**config.mk**
```make
export PLATFORM = sky130hd
export DESIGN_NAME = woie_front_flat
export DESIGN_NICKNAME = d
export VERILOG_FILES = /design/src/rtl/woie_pkg.sv /design/src/rtl/woie_if.sv /design/src/rtl/woie_front.sv /design/src/flat_wrapper.sv
export SDC_FILE = /design/constraint.sdc
export NUM_CORES = 1
export LEC_CHECK = 0
export BUFFER_PORTS_ARGS = -buffer_cell sky130_fd_sc_hd__clkbuf_2
export CAP_MARGIN = 30
export CORE_ASPECT_RATIO = 0.6
export CORE_MARGIN = 2
export CORE_UTILIZATION = 52
export CTS_BUF_LIST = sky130_fd_sc_hd__clkbuf_16
export DETAILED_ROUTE_END_ITERATION = 6
export PLACE_DENSITY = 0.79
export SLEW_MARGIN = 20
export SYNTH_ARGS = -nofsm -noshare
export SYNTH_HDL_FRONTEND = slang
export SYNTH_SLANG_ARGS = --single-unit
```
**constraint.sdc**
```tcl
create_clock -name clk -period 4.25 [get_ports clk]
set_input_delay 0.2125 -clock clk [delete_from_list [all_inputs] [get_ports clk]]
set_output_delay 0.2125 -clock clk [all_outputs]
set_load 0.02 [all_outputs]
```
**src/rtl/woie_pkg.sv**
```systemverilog
// ----------------------------------------------------------------------------
// woie_pkg: shared types and constants of the incline estimator
// Sample and configuration structs, queue status, arctangent table.
// ----------------------------------------------------------------------------
package woie_pkg;

    localparam int FRAC_BITS_DEF  = 16;
    localparam int ASIN_STEPS_DEF = 16;
    localparam int W_BITS         = 16;
    localparam int W_ONE          = 65536;
    localparam int TBL_BITS       = 30;
    localparam int TBL_LEN        = 24;
    localparam int CNT_W          = 5;
    localparam int Q_DEPTH        = 2;
    localparam int Q_PTR_W        = 1;
    localparam int Q_CNT_W        = 2;
    localparam int MUL_A_W        = 50;
    localparam int MUL_B_W        = 18;
    localparam int PROD_W         = 68;
    localparam int HUNDRED        = 100;
    localparam int ADDR_W         = 4;

    // register indexes on the configuration port
    localparam logic [1:0] REG_WEIGHT = 2'd0;
    localparam logic [1:0] REG_PERIOD = 2'd1;
    localparam logic [1:0] REG_RADIUS = 2'd2;
    localparam logic [1:0] REG_MINSTP = 2'd3;

    typedef struct packed {
        logic signed [31:0] wheel_rate;
        logic signed [31:0] altitude_in;
    } woie_item_t;

    typedef struct packed {
        logic               valid;
        logic [Q_CNT_W-1:0] count;
        woie_item_t         item;
    } woie_qstat_t;

    typedef struct packed {
        logic [16:0] smoothing_weight;
        logic [15:0] sample_period;
        logic [16:0] wheel_radius;
        logic [15:0] min_step;
    } woie_cfg_t;

    typedef struct packed {
        logic busy;
        logic loading;
    } woie_bstat_t;

    // atan(2^-i) in Q30
    function automatic logic [31:0] atan_q30(input logic [CNT_W-1:0] idx);
        logic [31:0] v;
        case (idx)
            5'd0:    v = 32'd843314856;
            5'd1:    v = 32'd497837829;
            5'd2:    v = 32'd263043836;
            5'd3:    v = 32'd133525158;
            5'd4:    v = 32'd67021686;
            5'd5:    v = 32'd33543515;
            5'd6:    v = 32'd16775850;
            5'd7:    v = 32'd8388437;
            5'd8:    v = 32'd4194282;
            5'd9:    v = 32'd2097149;
            5'd10:   v = 32'd1048575;
            5'd11:   v = 32'd524287;
            5'd12:   v = 32'd262143;
            5'd13:   v = 32'd131071;
            5'd14:   v = 32'd65535;
            5'd15:   v = 32'd32767;
            5'd16:   v = 32'd16383;
            5'd17:   v = 32'd8191;
            5'd18:   v = 32'd4095;
            5'd19:   v = 32'd2047;
            5'd20:   v = 32'd1023;
            5'd21:   v = 32'd511;
            5'd22:   v = 32'd255;
            5'd23:   v = 32'd127;
            default: v = 32'd0;
        endcase
        return v;
    endfunction

endpackage

```
**src/rtl/woie_if.sv**
```systemverilog
// ----------------------------------------------------------------------------
// woie_if: sample and result channels
// Valid/ready channels; a transfer happens when both are high at a clock edge.
// ----------------------------------------------------------------------------
interface woie_sample_if;
    logic               valid;
    logic               ready;
    logic signed [31:0] wheel_rate;
    logic signed [31:0] altitude_in;

    modport source (output valid, output wheel_rate, output altitude_in, input ready);
    modport sink   (input valid, input wheel_rate, input altitude_in, output ready);
endinterface


```
**src/rtl/woie_front.sv**
```systemverilog
// ----------------------------------------------------------------------------
// woie_front: sample intake
// Takes sample transfers into a two-entry queue that feeds the back end.
// ----------------------------------------------------------------------------
module woie_front (
    input  logic                  clk,
    input  logic                  rst_n,
    woie_sample_if.sink           smp,
    input  logic                  pop,
    output woie_pkg::woie_qstat_t q_stat
);

    woie_pkg::woie_item_t                 mem_reg [woie_pkg::Q_DEPTH];
    logic [woie_pkg::Q_PTR_W-1:0]         wr_ptr_reg;
    logic [woie_pkg::Q_PTR_W-1:0]         rd_ptr_reg;
    logic [woie_pkg::Q_CNT_W-1:0]         cnt_reg;
    logic                                 push;

    assign smp.ready = (cnt_reg != woie_pkg::Q_CNT_W'(woie_pkg::Q_DEPTH));
    assign push      = smp.valid && smp.ready;

    assign q_stat.valid = (cnt_reg != '0);
    assign q_stat.count = cnt_reg;
    assign q_stat.item  = mem_reg[rd_ptr_reg];

    // pointers and fill count (depth is a power of two, pointers wrap)
    always_ff @(posedge clk or negedge rst_n)
    begin
        if (!rst_n)
        begin
            wr_ptr_reg <= '0;
            rd_ptr_reg <= '0;
            cnt_reg    <= '0;
        end
        else
        begin
            if (push)
                wr_ptr_reg <= wr_ptr_reg + 1'b1;
            if (pop)
                rd_ptr_reg <= rd_ptr_reg + 1'b1;
            if (push && !pop)
                cnt_reg <= cnt_reg + 1'b1;
            else if (pop && !push)
                cnt_reg <= cnt_reg - 1'b1;
        end
    end

    // queue storage
    always_ff @(posedge clk)
    begin
        if (push)
        begin
            mem_reg[wr_ptr_reg].wheel_rate  <= smp.wheel_rate;
            mem_reg[wr_ptr_reg].altitude_in <= smp.altitude_in;
        end
    end

endmodule

```
**src/flat_wrapper.sv**
```systemverilog
// flat-port wrapper written by rule: the top's interface ports become plain ports
module woie_front_flat 
  (clk, rst_n, pop, q_stat, smp_valid, smp_wheel_rate, smp_altitude_in, smp_ready);
  woie_sample_if smp_i ();
  input  logic clk;
  input  logic rst_n;
  input  logic pop;
  output woie_pkg::woie_qstat_t q_stat;
  input wire logic [$bits(smp_i.valid)-1:0] smp_valid;
  input wire logic [$bits(smp_i.wheel_rate)-1:0] smp_wheel_rate;
  input wire logic [$bits(smp_i.altitude_in)-1:0] smp_altitude_in;
  output wire logic [$bits(smp_i.ready)-1:0] smp_ready;
  assign smp_i.valid = smp_valid;
  assign smp_i.wheel_rate = smp_wheel_rate;
  assign smp_i.altitude_in = smp_altitude_in;
  assign smp_ready = smp_i.ready;
  woie_front u_core (.clk(clk), .rst_n(rst_n), .smp(smp_i), .pop(pop), .q_stat(q_stat));
endmodule
```
==> results of run 1 <==
worst max-delay path by stage:
stage               slack, ps                         endpoint  depth (start not counted)                           from
floorplan                 140   u_core.mem_reg[0][0]$_DFFE_PP_                          3  u_core.cnt_reg[0]$_DFFE_PN0P_
global placement         2030  u_core.mem_reg[0][35]$_DFFE_PP_                          4  u_core.cnt_reg[0]$_DFFE_PN0P_
detailed placement       2040   u_core.mem_reg[1][5]$_DFFE_PP_                          3  u_core.cnt_reg[0]$_DFFE_PN0P_
CTS                      1620                       q_stat[43]                          3  u_core.rd_ptr_reg$_DFFE_PN0P_
global route             1570                       q_stat[43]                          3  u_core.rd_ptr_reg$_DFFE_PN0P_
finish                   1650                       q_stat[43]                          3  u_core.rd_ptr_reg$_DFFE_PN0P_
power by group through the flow:
| stage | Clock, mW | Sequential [mW] | Combinational [mW] |
|---|---|---|---|
| final | 1.46 | 2.00 | 1.55 |
| after global routing | 1.53 | 2.04 | 1.65 |
| after CTS | 1.48 | 2.00 | 1.57 |
| after detailed placement | 0 | 2.03 | 1.52 |
| after global placement | 0 | 2.01 | 1.49 |
| after floorplan | 0 | 1.90 | 1.21 |
cell families (layout without fill, tap and decap cells):
kind of cell             Yosys count  count (layout)  synth area share
flip-flops                       132             132            0.7858
multiplexers                      64              64            0.1810
buffers and inverters              9             231           0.01595
AND/OR/NAND/NOR                    6               6          0.005986
XOR/XNOR                           5               5          0.008728
adder cells (fa/ha/maj)            1               1          0.002493
routing by layer:
layer,global-route usage,up-vias,share of wire
li1,-,1279,-
met1,0.2399,1313,0.43
met2,0.3094,99,0.47
met3,0.06462,16,0.078
met4,0.09574,0,0.015
met5,0,-,0
metrics by stage:
step	setup slack (ps)	utilization	power (mW)
finish	1647	0.7558	5.017
global route	1571	0.7558	5.221
CTS	1624	0.7558	5.051
detailed placement	2039	0.6294	3.543
global placement	2026	0.6272	3.501
floorplan	137.1	-	3.108
cells in the final DEF (no fill, tap or decap), types with 2 or more instances in the layout:
cell type      Yosys  final
mux2_4            50     50
edfxtp_1         128    128
clkinv_2           0      6
clkbuf_16          0     17
dfrtp_1            4      3
clkinv_1           0      2
xor2_1             3      3
dlygate4sd3_1      0     58
inv_1              2      3
xnor2_1            2      2
bufinv_16          0      4
mux2_2            14     14
buf_4              0      4
clkbuf_2           0    135
worst reg2reg max path, delay by kind of cell, from the launching register on:
family,cells,cell delay (ps)
buf+inv,1,530
flops,1,410
simple gates,2,870
cell type report:
class | count | share of cell area
flip-flops and latches | 132 | 0.5622
repair buffers | 198 | 0.1860
inverters | 2 | 0.001069
well taps | 130 | 0.02316
multi-input cells | 76 | 0.1429
clock buffers | 17 | 0.06058
clock inverters | 14 | 0.02406
==> results.py, run 1 <==
metrics = {
    "timing": {
        "finalHoldViolations": 0,
        "finalSetupViolCount": 0,
        "tightest_slew_ps": 973.3,
        "layout_min_cycle_time_ps": 2603,
        "min_period_over_period": 0.6126,
        "finClkSkew_ps": 4.018,
        "hold_ws_ps": 15.80,
        "max_freq_mhz": 384.1,
        "final_max_slew_viol_count": 0,
        "tns_ps": 0,
        "relSlewSlack": 0.3512,
        "rsz0062_at_grt": "no",
    },
    "clock_network": {
        "cts.path.max_buffers": 2,
        "cts.sinks": 132,
        "clock-root-buffer": "clkbuf_16",
        "cts_tree": "done",
        "hold_buffers": 58,
        "numCtsBuffers": 17,
        "clkLatencyLatePin_ps": 410,
        "cts_setup_buffers": 0,
        "htree_levels": 4,
        "ctsResizeCount": 0,
        "cts.clk_slew.worst_paths_ps": 60,
    },
    "cells_and_area": {
        "layoutNonFillerInstCount": 569,
        "drive_gt1_frac": 0.5376,
        "register_area_um2": 3948,
        "largest_reg_flops": 128,
        "multi_input_area_um2": 1003,
        "antenna_cells": 0,
        "nFillCells": 569,
        "layout.nets": 496,
        "area_growth_pct": 39.92,
        "fin_area_um2": 7022,
    },
    "outcome": {
        "outcome": "finished clean",
    },
    "critical_path": {
        "endpoint_kind": "primary output",
        "worstPathCellList": "buf_4 > mux2_2 > clkbuf_2",
        "critPathTopFamily": "flip-flops",
        "worst-path-buf-inv": 2,
        "cp.required_ps": 4040,
        "max_stage_delay_ps": 1060,
        "reg2reg_slack_ps": 2070,
        "arrival_ps": 2390,
        "reg2reg_from": "u_core.cnt_reg[0]$_DFFE_PN0P_",
        "start_kind": "flip-flop",
        "r2r-end": "u_core.mem_reg[1][11]$_DFFE_PP_",
        "ff2ff_path_depth": 3,
        "path_class": "reg2out",
        "crit_slowest_cell": "dfrtp_4",
        "path_max_fanout": 55,
    },
    "global_route": {
        "overflow": 0,
        "grt_max_degree": 56,
        "grt_pass1_vias": 2797,
        "antenna_found_initial": 0,
        "track_usage": 0.1937,
        "grt_pass1_wl_um": 14310,
    },
    "power_and_ir_drop": {
        "ir_drop_uv": 645.4,
        "internal_power_mw": 3.477,
        "combinationalPowerShare": 0.310,
        "p_per_area_nw_per_um2": 714.5,
        "swShare": 0.3070,
        "p_switching_mw": 1.540,
        "sequentialPowerShare": 0.399,
        "p_clk_frac": 0.292,
        "leakagePower_nw": 2.885,
    },
    "detailed_routing": {
        "drt_iter0_markers": 185,
        "routedWlPerCell_um": 16.76,
        "via_count": 2707,
        "viasPerCell": 4.757,
        "firstDrtPassIters": 4,
        "drc": 0,
        "ant_nets": 0,
        "totalWireLength_um": 9538,
    },
    "place": {
        "dpl.hpwl_um": 5782,
        "gp_congestion": 0.7858,
        "place_area_um2": 5847,
        "place_inst": 480,
        "io_buffers": 135,
    },
    "yosys": {
        "synthCells": 217,
        "netlist_area_um2": 5019,
        "ys_warn_count": 0,
        "synth_edf_count": 128,
        "synth_top_area_share": 0.7659,
        "synth_common_cells": "edfxtp_1, mux2_4, mux2_2",
        "ys_top_cells_by_area": "edfxtp_1, mux2_4, mux2_2",
        "ys.flop_type": "edfxtp_1",
        "ys_ff_latch": 132,
        "synth.distinct_cells": 15,
        "synth_area_leader_cell": "edfxtp_1",
        "yosysMostFrequentCell": "edfxtp_1",
        "yosysSeqAreaShare": 0.7858,
        "synthArstFlopShare": 0.03030,
        "syn-mean-instance-area_um2": 23.13,
        "synth_nets": 286,
    },
    "hold_path": {
        "worstHoldStart": "smp_wheel_rate[1]",
        "hp-class": "in2reg",
        "min_path_cells": 1,
        "worstHoldEndpoint": "u_core.mem_reg[1][33]$_DFFE_PP_",
    },
    "floorplan": {
        "core_region_area_um2": 9290,
        "die_h_um": 80.10,
        "dieArea_um2": 10480,
        "initial_core_util": 0.5402,
        "io_pins": 136,
        "rows": 27,
        "die_w_um": 130.8,
    },
    "flow_run": {
        "cap_violations": 0,
    },
}
No activity file was read; power rests on OpenSTA's default activity.
==> inputs of run 2 (changes only) <==
==> constraint.sdc (replaced) <==
create_clock -name clk -period 2.6 [get_ports clk]
set_input_delay 0.13 -clock clk [delete_from_list [all_inputs] [get_ports clk]]
set_output_delay 0.13 -clock clk [all_outputs]
set_load 0.02 [all_outputs]
==> run 2 against run 1 <==
Net effect: utilization is 0.63 points higher; register-to-register slack worse by 1000 ps; clock skew increased by 6.5 ps; die area is the same; via count is 2.7% higher; global-route usage fell by 0.15 points; design area up 0.84%; sequential power rose by 58%; sequential share of layout area is 0.47 points lower; clock-buffer cell count unchanged; worst hold slack improved by 58 ps; critical path type unchanged.
==> results.py, run 2 (synthesis gave the netlist of run 1 again) <==
metrics = {
    "timing": {
        "final_max_slew_viol_count": 0,
        "tightest_slew_ps": 447.7,
        "finalHoldViolations": 0,
        "finalSetupViolCount": 0,
        "relSlewSlack": 0.7015,
        "min_period_over_period": 0.7941,
        "rsz0062_at_grt": "no",
        "layout_min_cycle_time_ps": 2065,
        "tns_ps": 0,
        "max_freq_mhz": 484.4,
        "finClkSkew_ps": 10.48,
    },
    "clock_network": {
        "clkLatencyLatePin_ps": 400,
        "cts_tree": "done",
        "cts.path.max_buffers": 2,
        "htree_levels": 4,
        "cts_setup_buffers": 0,
        "clock-root-buffer": "clkbuf_16",
        "cts.clk_slew.worst_paths_ps": 60,
        "cts.sinks": 132,
        "numCtsBuffers": 17,
    },
    "place": {
        "place_area_um2": 5872,
        "io_buffers": 135,
        "place_inst": 480,
        "gp_congestion": 0.7548,
        "dpl.hpwl_um": 5675,
    },
    "detailed_routing": {
        "totalWireLength_um": 9597,
        "drt_iter0_markers": 155,
        "firstDrtPassIters": 4,
        "ant_nets": 0,
        "drc": 0,
        "routedWlPerCell_um": 16.60,
        "via_count": 2781,
        "viasPerCell": 4.811,
    },
    "critical_path": {
        "endpoint": "q_stat[40]",
        "endpoint_kind": "primary output",
        "arrival_ps": 1930,
        "reg2reg_slack_ps": 1020,
        "path_class": "reg2out",
        "r2r-end": "u_core.mem_reg[0][56]$_DFFE_PP_",
        "path_max_fanout": 25,
        "reg2reg_from": "u_core.cnt_reg[0]$_DFFE_PN0P_",
        "ff2ff_path_depth": 4,
        "startpoint": "u_core.rd_ptr_reg$_DFFE_PN0P_",
        "cp.required_ps": 2470,
        "start_kind": "flip-flop",
    },
    "floorplan": {
        "core_region_area_um2": 9290,
        "dieArea_um2": 10480,
        "initial_core_util": 0.5402,
        "rows": 27,
        "io_pins": 136,
        "die_w_um": 130.8,
        "die_h_um": 80.10,
    },
    "power_and_ir_drop": {
        "swShare": 0.3132,
        "combinationalPowerShare": 0.335,
        "sequentialPowerShare": 0.393,
        "p_per_area_nw_per_um2": 1135,
        "p_switching_mw": 2.517,
        "p_clk_frac": 0.272,
        "internal_power_mw": 5.519,
        "ir_drop_uv": 731.9,
        "leakagePower_nw": 2.898,
    },
    "cells_and_area": {
        "antenna_cells": 0,
        "final_cell_mix": "clkbuf_2, edfxtp_1, dlygate4sd3_1",
        "drive_gt1_frac": 0.5223,
        "area_growth_pct": 41.09,
        "fin_area_um2": 7081,
        "layout.nets": 504,
        "layout.cells.most_common": "clkbuf_2",
        "layoutNonFillerInstCount": 578,
        "largest_reg_flops": 128,
    },
    "global_route": {
        "grt_pass1_wl_um": 14410,
        "antenna_found_initial": 0,
        "grt_max_degree": 65,
        "grt_pass1_vias": 2945,
        "overflow": 0,
        "track_usage": 0.1922,
    },
    "outcome": {
        "outcome": "finished clean",
    },
    "flow_run": {
        "cap_violations": 0,
    },
    "hold_path": {
        "hp-class": "in2async",
    },
}
## run 2: cell types whose count changed in the layout (fill, tap and decap cells not counted)
cell	previous run	this run
clkinvlp_4	1	2
dlygate4sd3_1	58	66
clkinv_2	6	5
buf_12	1	3
buf_4	4	2
bufinv_16	4	2
clkinv_1	2	5
## run 2: routing by layer
layer / vias up / share of wire / GRT usage
met4: 0 / 0.010 / 0.07660
met1: 1363 / 0.43 / 0.2351
met3: 8 / 0.064 / 0.06995
met2: 110 / 0.49 / 0.3141
li1: 1300 / - / -
met5: - / 0 / 0
## run 2: worst max-delay path: stages (launching register included)
cell      delay (ps)
dfrtp_4          710
buf_4            300
mux2_2           370
clkbuf_2         160
## run 2: how the worst min path moves through the flow
stage                     startpoint                            end  slack (ps)  depth (start not counted)
after detailed placement       rst_n  u_core.cnt_reg[0]$_DFFE_PN0P_         -50                          1
final                          rst_n  u_core.cnt_reg[0]$_DFFE_PN0P_          70                          2
after global placement         rst_n  u_core.cnt_reg[0]$_DFFE_PN0P_         -50                          1
after global routing           rst_n  u_core.cnt_reg[0]$_DFFE_PN0P_          80                          2
after CTS                      rst_n  u_core.cnt_reg[0]$_DFFE_PN0P_          60                          2
after floorplan                rst_n  u_core.cnt_reg[0]$_DFFE_PN0P_        -170                          0
## run 2: area by class of cell
type | instances | area [um^2]
fill | 545 | 2210
inverter | 2 | 7.507
clock buffer | 17 | 425.4
tap | 130 | 162.7
clock inverter | 15 | 122.6
sequential | 132 | 3948
timing repair buffer | 206 | 1411
multi-input combinational | 76 | 1003
## run 2: what timing repair did
item | CTS | global route
endpoints found under the hold margin | 133 | 0
gates resized for setup | 0 | 0
hold buffers | 66 | 0
## run 2: power by group through the flow
stage,sequential [mW],combinational [mW],clock [mW]
global placement,3.17,2.60,0
CTS,3.16,2.71,2.22
finish,3.16,2.69,2.19
detailed placement,3.20,2.62,0
floorplan,3.08,1.98,0
global route,3.21,2.86,2.32
## run 2: metrics by stage
step | util | power, mW | worst slack, ps | hold slack (ps)
3_3_place_gp | 0.6321 | 5.771 | 950.2 | -48.61
3_5_place_dp | 0.6321 | 5.819 | 944.8 | -51.78
2_1_floorplan | - | 5.062 | 253.2 | -165.6
6_report | 0.7622 | 8.035 | 535.4 | 73.98
5_1_grt | 0.7622 | 8.389 | 455.9 | 75.60
4_1_cts | 0.7622 | 8.087 | 517.7 | 62.95
==> inputs of run 3 (changes only) <==
--- a/config.mk
+++ b/config.mk
@@ -5,6 +5,7 @@
 export SDC_FILE = /design/constraint.sdc
 export NUM_CORES = 1
 export LEC_CHECK = 0
+export ABC_AREA = 1
 export BUFFER_PORTS_ARGS = -buffer_cell sky130_fd_sc_hd__clkbuf_2
 export CAP_MARGIN = 30
 export CORE_ASPECT_RATIO = 0.6
==> constraint.sdc (replaced) <==
create_clock -name clk -period 2 [get_ports clk]
set_input_delay 0.1 -clock clk [delete_from_list [all_inputs] [get_ports clk]]
set_output_delay 0.1 -clock clk [all_outputs]
set_load 0.02 [all_outputs]
==> run 3 against run 2 <==
Net effect: sequential share of layout area about the same; utilization increased by 0.081 points; setup slack got worse by 460 ps; non-clock buffer count unchanged; routed wire length increased by 4.6%; global-route usage increased by 0.58 points; via count about the same; combinational power increased by 37%; design area increased by 0.11%.
==> results.py, run 3 <==
metrics = {
    "yosys": {
        "synth_edf_count": 128,
        "synthCells": 225,
        "netlist_area_um2": 5035,
        "synth_common_cells": "edfxtp_1, mux2_4, mux2_2",
        "synth_nets": 294,
        "syn-mean-instance-area_um2": 22.38,
        "synth_top_area_share": 0.7634,
        "synth_area_leader_cell": "edfxtp_1",
        "ys_ff_latch": 132,
        "ys.flop_type": "edfxtp_1",
        "synthArstFlopShare": 0.03030,
        "yosysMostFrequentCell": "edfxtp_1",
        "synth.distinct_cells": 14,
        "ys_top_cells_by_area": "edfxtp_1, mux2_4, mux2_2",
        "yosysSeqAreaShare": 0.7833,
        "ys_warn_count": 0,
    },
    "detailed_routing": {
        "drt_iter0_markers": 231,
        "totalWireLength_um": 10040,
        "met1Wirelength_um": 4255,
        "viasPerCell": 4.772,
        "drc": 0,
        "via_count": 2782,
        "ant_nets": 0,
        "firstDrtPassIters": 4,
        "top_layer_used": "met4",
        "met3WireLength_um": 681,
        "route.met2.wl_um": 5058,
        "routedWlPerCell_um": 17.23,
    },
    "timing": {
        "finClkSkew_ps": 9.509,
        "finalHoldViolations": 0,
        "hold_ws_ps": 32.72,
        "layout_min_cycle_time_ps": 1921,
        "final_max_slew_viol_count": 0,
        "max_freq_mhz": 520.5,
        "relSlewSlack": 0.6742,
        "rsz0062_at_grt": "no",
        "tightest_slew_ps": 488.7,
        "tns_ps": 0,
        "finalSetupViolCount": 0,
        "min_period_over_period": 0.9607,
    },
    "floorplan": {
        "initial_core_util": 0.5420,
        "die_w_um": 131.0,
        "dieArea_um2": 10510,
        "core_region_area_um2": 9290,
        "die_h_um": 80.22,
        "rows": 27,
        "io_pins": 136,
    },
    "critical_path": {
        "endpoint_kind": "primary output",
        "reg2reg_slack_ps": 570,
        "cp.required_ps": 1900,
        "critPathTopFamily": "buffers and inverters",
        "worst-path-buf-inv": 2,
        "path_max_fanout": 65,
        "start_kind": "flip-flop",
        "worstPathCellList": "buf_12 > mux2_2 > clkbuf_2",
        "max_stage_delay_ps": 410,
        "crit_slowest_cell": "dfrtp_4",
        "path_class": "reg2out",
        "arrival_ps": 1820,
    },
    "place": {
        "dpl.hpwl_um": 5541,
        "io_buffers": 135,
        "gp_congestion": 0.7585,
    },
    "global_route": {
        "track_usage": 0.1980,
        "overflow": 0,
        "grt_pass1_wl_um": 14990,
        "antenna_found_initial": 0,
        "grt_max_degree": 66,
        "grt_pass1_vias": 2985,
    },
    "clock_network": {
        "cts_setup_buffers": 0,
        "cts.path.max_buffers": 2,
        "clock-root-buffer": "clkbuf_16",
        "cts.clk_slew.worst_paths_ps": 50,
        "cts_tree": "done",
        "ctsResizeCount": 0,
        "numCtsBuffers": 17,
        "htree_levels": 4,
        "cts.sinks": 132,
        "clkLatencyLatePin_ps": 400,
    },
    "power_and_ir_drop": {
        "p_total_mw": 10.36,
        "ir_drop_uv": 857.8,
        "p_per_area_nw_per_um2": 1461,
        "leakagePower_nw": 2.928,
    },
    "cells_and_area": {
        "layout.cells.most_common": "clkbuf_2",
        "layout.nets": 512,
        "area_growth_pct": 40.78,
        "final_cell_mix": "clkbuf_2, edfxtp_1, dlygate4sd3_1",
        "drive_gt1_frac": 0.5188,
        "antenna_cells": 0,
        "largest_reg_flops": 128,
    },
    "outcome": {
        "outcome": "finished clean",
    },
    "flow_run": {
        "cap_violations": 0,
    },
    "hold_path": {
        "hp-class": "in2reg",
    },
}
==> run 3: final cells by class <==
class	instances	area, um^2
fillers	529	2202
clock inverters	12	77.57
repair buffers	206	1424
clock buffers	17	425.4
inverters	7	26.28
well taps	130	162.7
flip-flops and latches	132	3950
multi-input cells	79	1022
==> run 3: layer usage <==
| metal | global-route usage | up-vias |
|---|---|---|
| li1 | - | 1309 |
| met1 | 0.2389 | 1348 |
| met2 | 0.3373 | 120 |
| met3 | 0.07195 | 5 |
| met4 | 0.05745 | 0 |
| met5 | 0 | - |
==> run 3: cells by family (layout without fill, tap and decap cells) <==
family	Yosys count	after routing	share of synthesized area
flops	132	132	0.7833
mux	64	64	0.1804
buf+inv	14	242	0.01963
simple gates	11	11	0.008948
xor+xnor	3	3	0.005220
fa+ha+maj	1	1	0.002485
==> run 3: worst reg2reg max path, stage by stage (launching register included) <==
cell and delay (ps):
dfrtp_2 430, inv_2 100, nand2_4 60, nand2_4 100, inv_1 60, ha_1 300
inv_1 90, nand3_1 90, nand2_1 60, nand2_1 40
==> run 3: through the flow <==
stage / instances / utilization / setup slack, ps / area [um^2]
CTS: 583 / 0.7630 / 81.55 / 7088
global placement: 488 / 0.6377 / 543.6 / 5924
detailed placement: 488 / 0.6377 / 523.7 / 5924
global route: 583 / 0.7630 / 29.38 / 7088
finish: 583 / 0.7630 / 78.59 / 7088
floorplan: 225 / - / -79.44 / 5067
==> run 3: timing repair <==
item | CTS | global route
hold buffers | 66 | 0
endpoints found under the hold margin | 133 | 0
endpoints found under the setup margin | 0 | 0
==> run 3: worst paths after layout <==
| kind | from | end | depth (start not counted) |
|---|---|---|---|
| setup / recovery | u_core.rd_ptr_reg$_DFFE_PN0P_ | q_stat[36] | 3 |
| hold / removal | smp_valid | u_core.wr_ptr_reg$_DFFE_PN0N_ | 3 |
| setup reg to reg | u_core.cnt_reg[0]$_DFFE_PN0P_ | u_core.cnt_reg[1]$_DFFE_PN0P_ | 9 |
| hold reg to reg | u_core.cnt_reg[0]$_DFFE_PN0P_ | u_core.cnt_reg[0]$_DFFE_PN0P_ | 1 |
| max in group asynchronous | rst_n | u_core.rd_ptr_reg$_DFFE_PN0P_ | 2 |
| min in group asynchronous | rst_n | u_core.cnt_reg[1]$_DFFE_PN0P_ | 2 |
==> run 3: power by group <==
group | internal (mW) | switching [mW]
Combinational | 1.61 | 2.08
Clock | 1.64 | 1.03
Sequential | 3.79 | 0.197
Total | 7.05 | 3.31
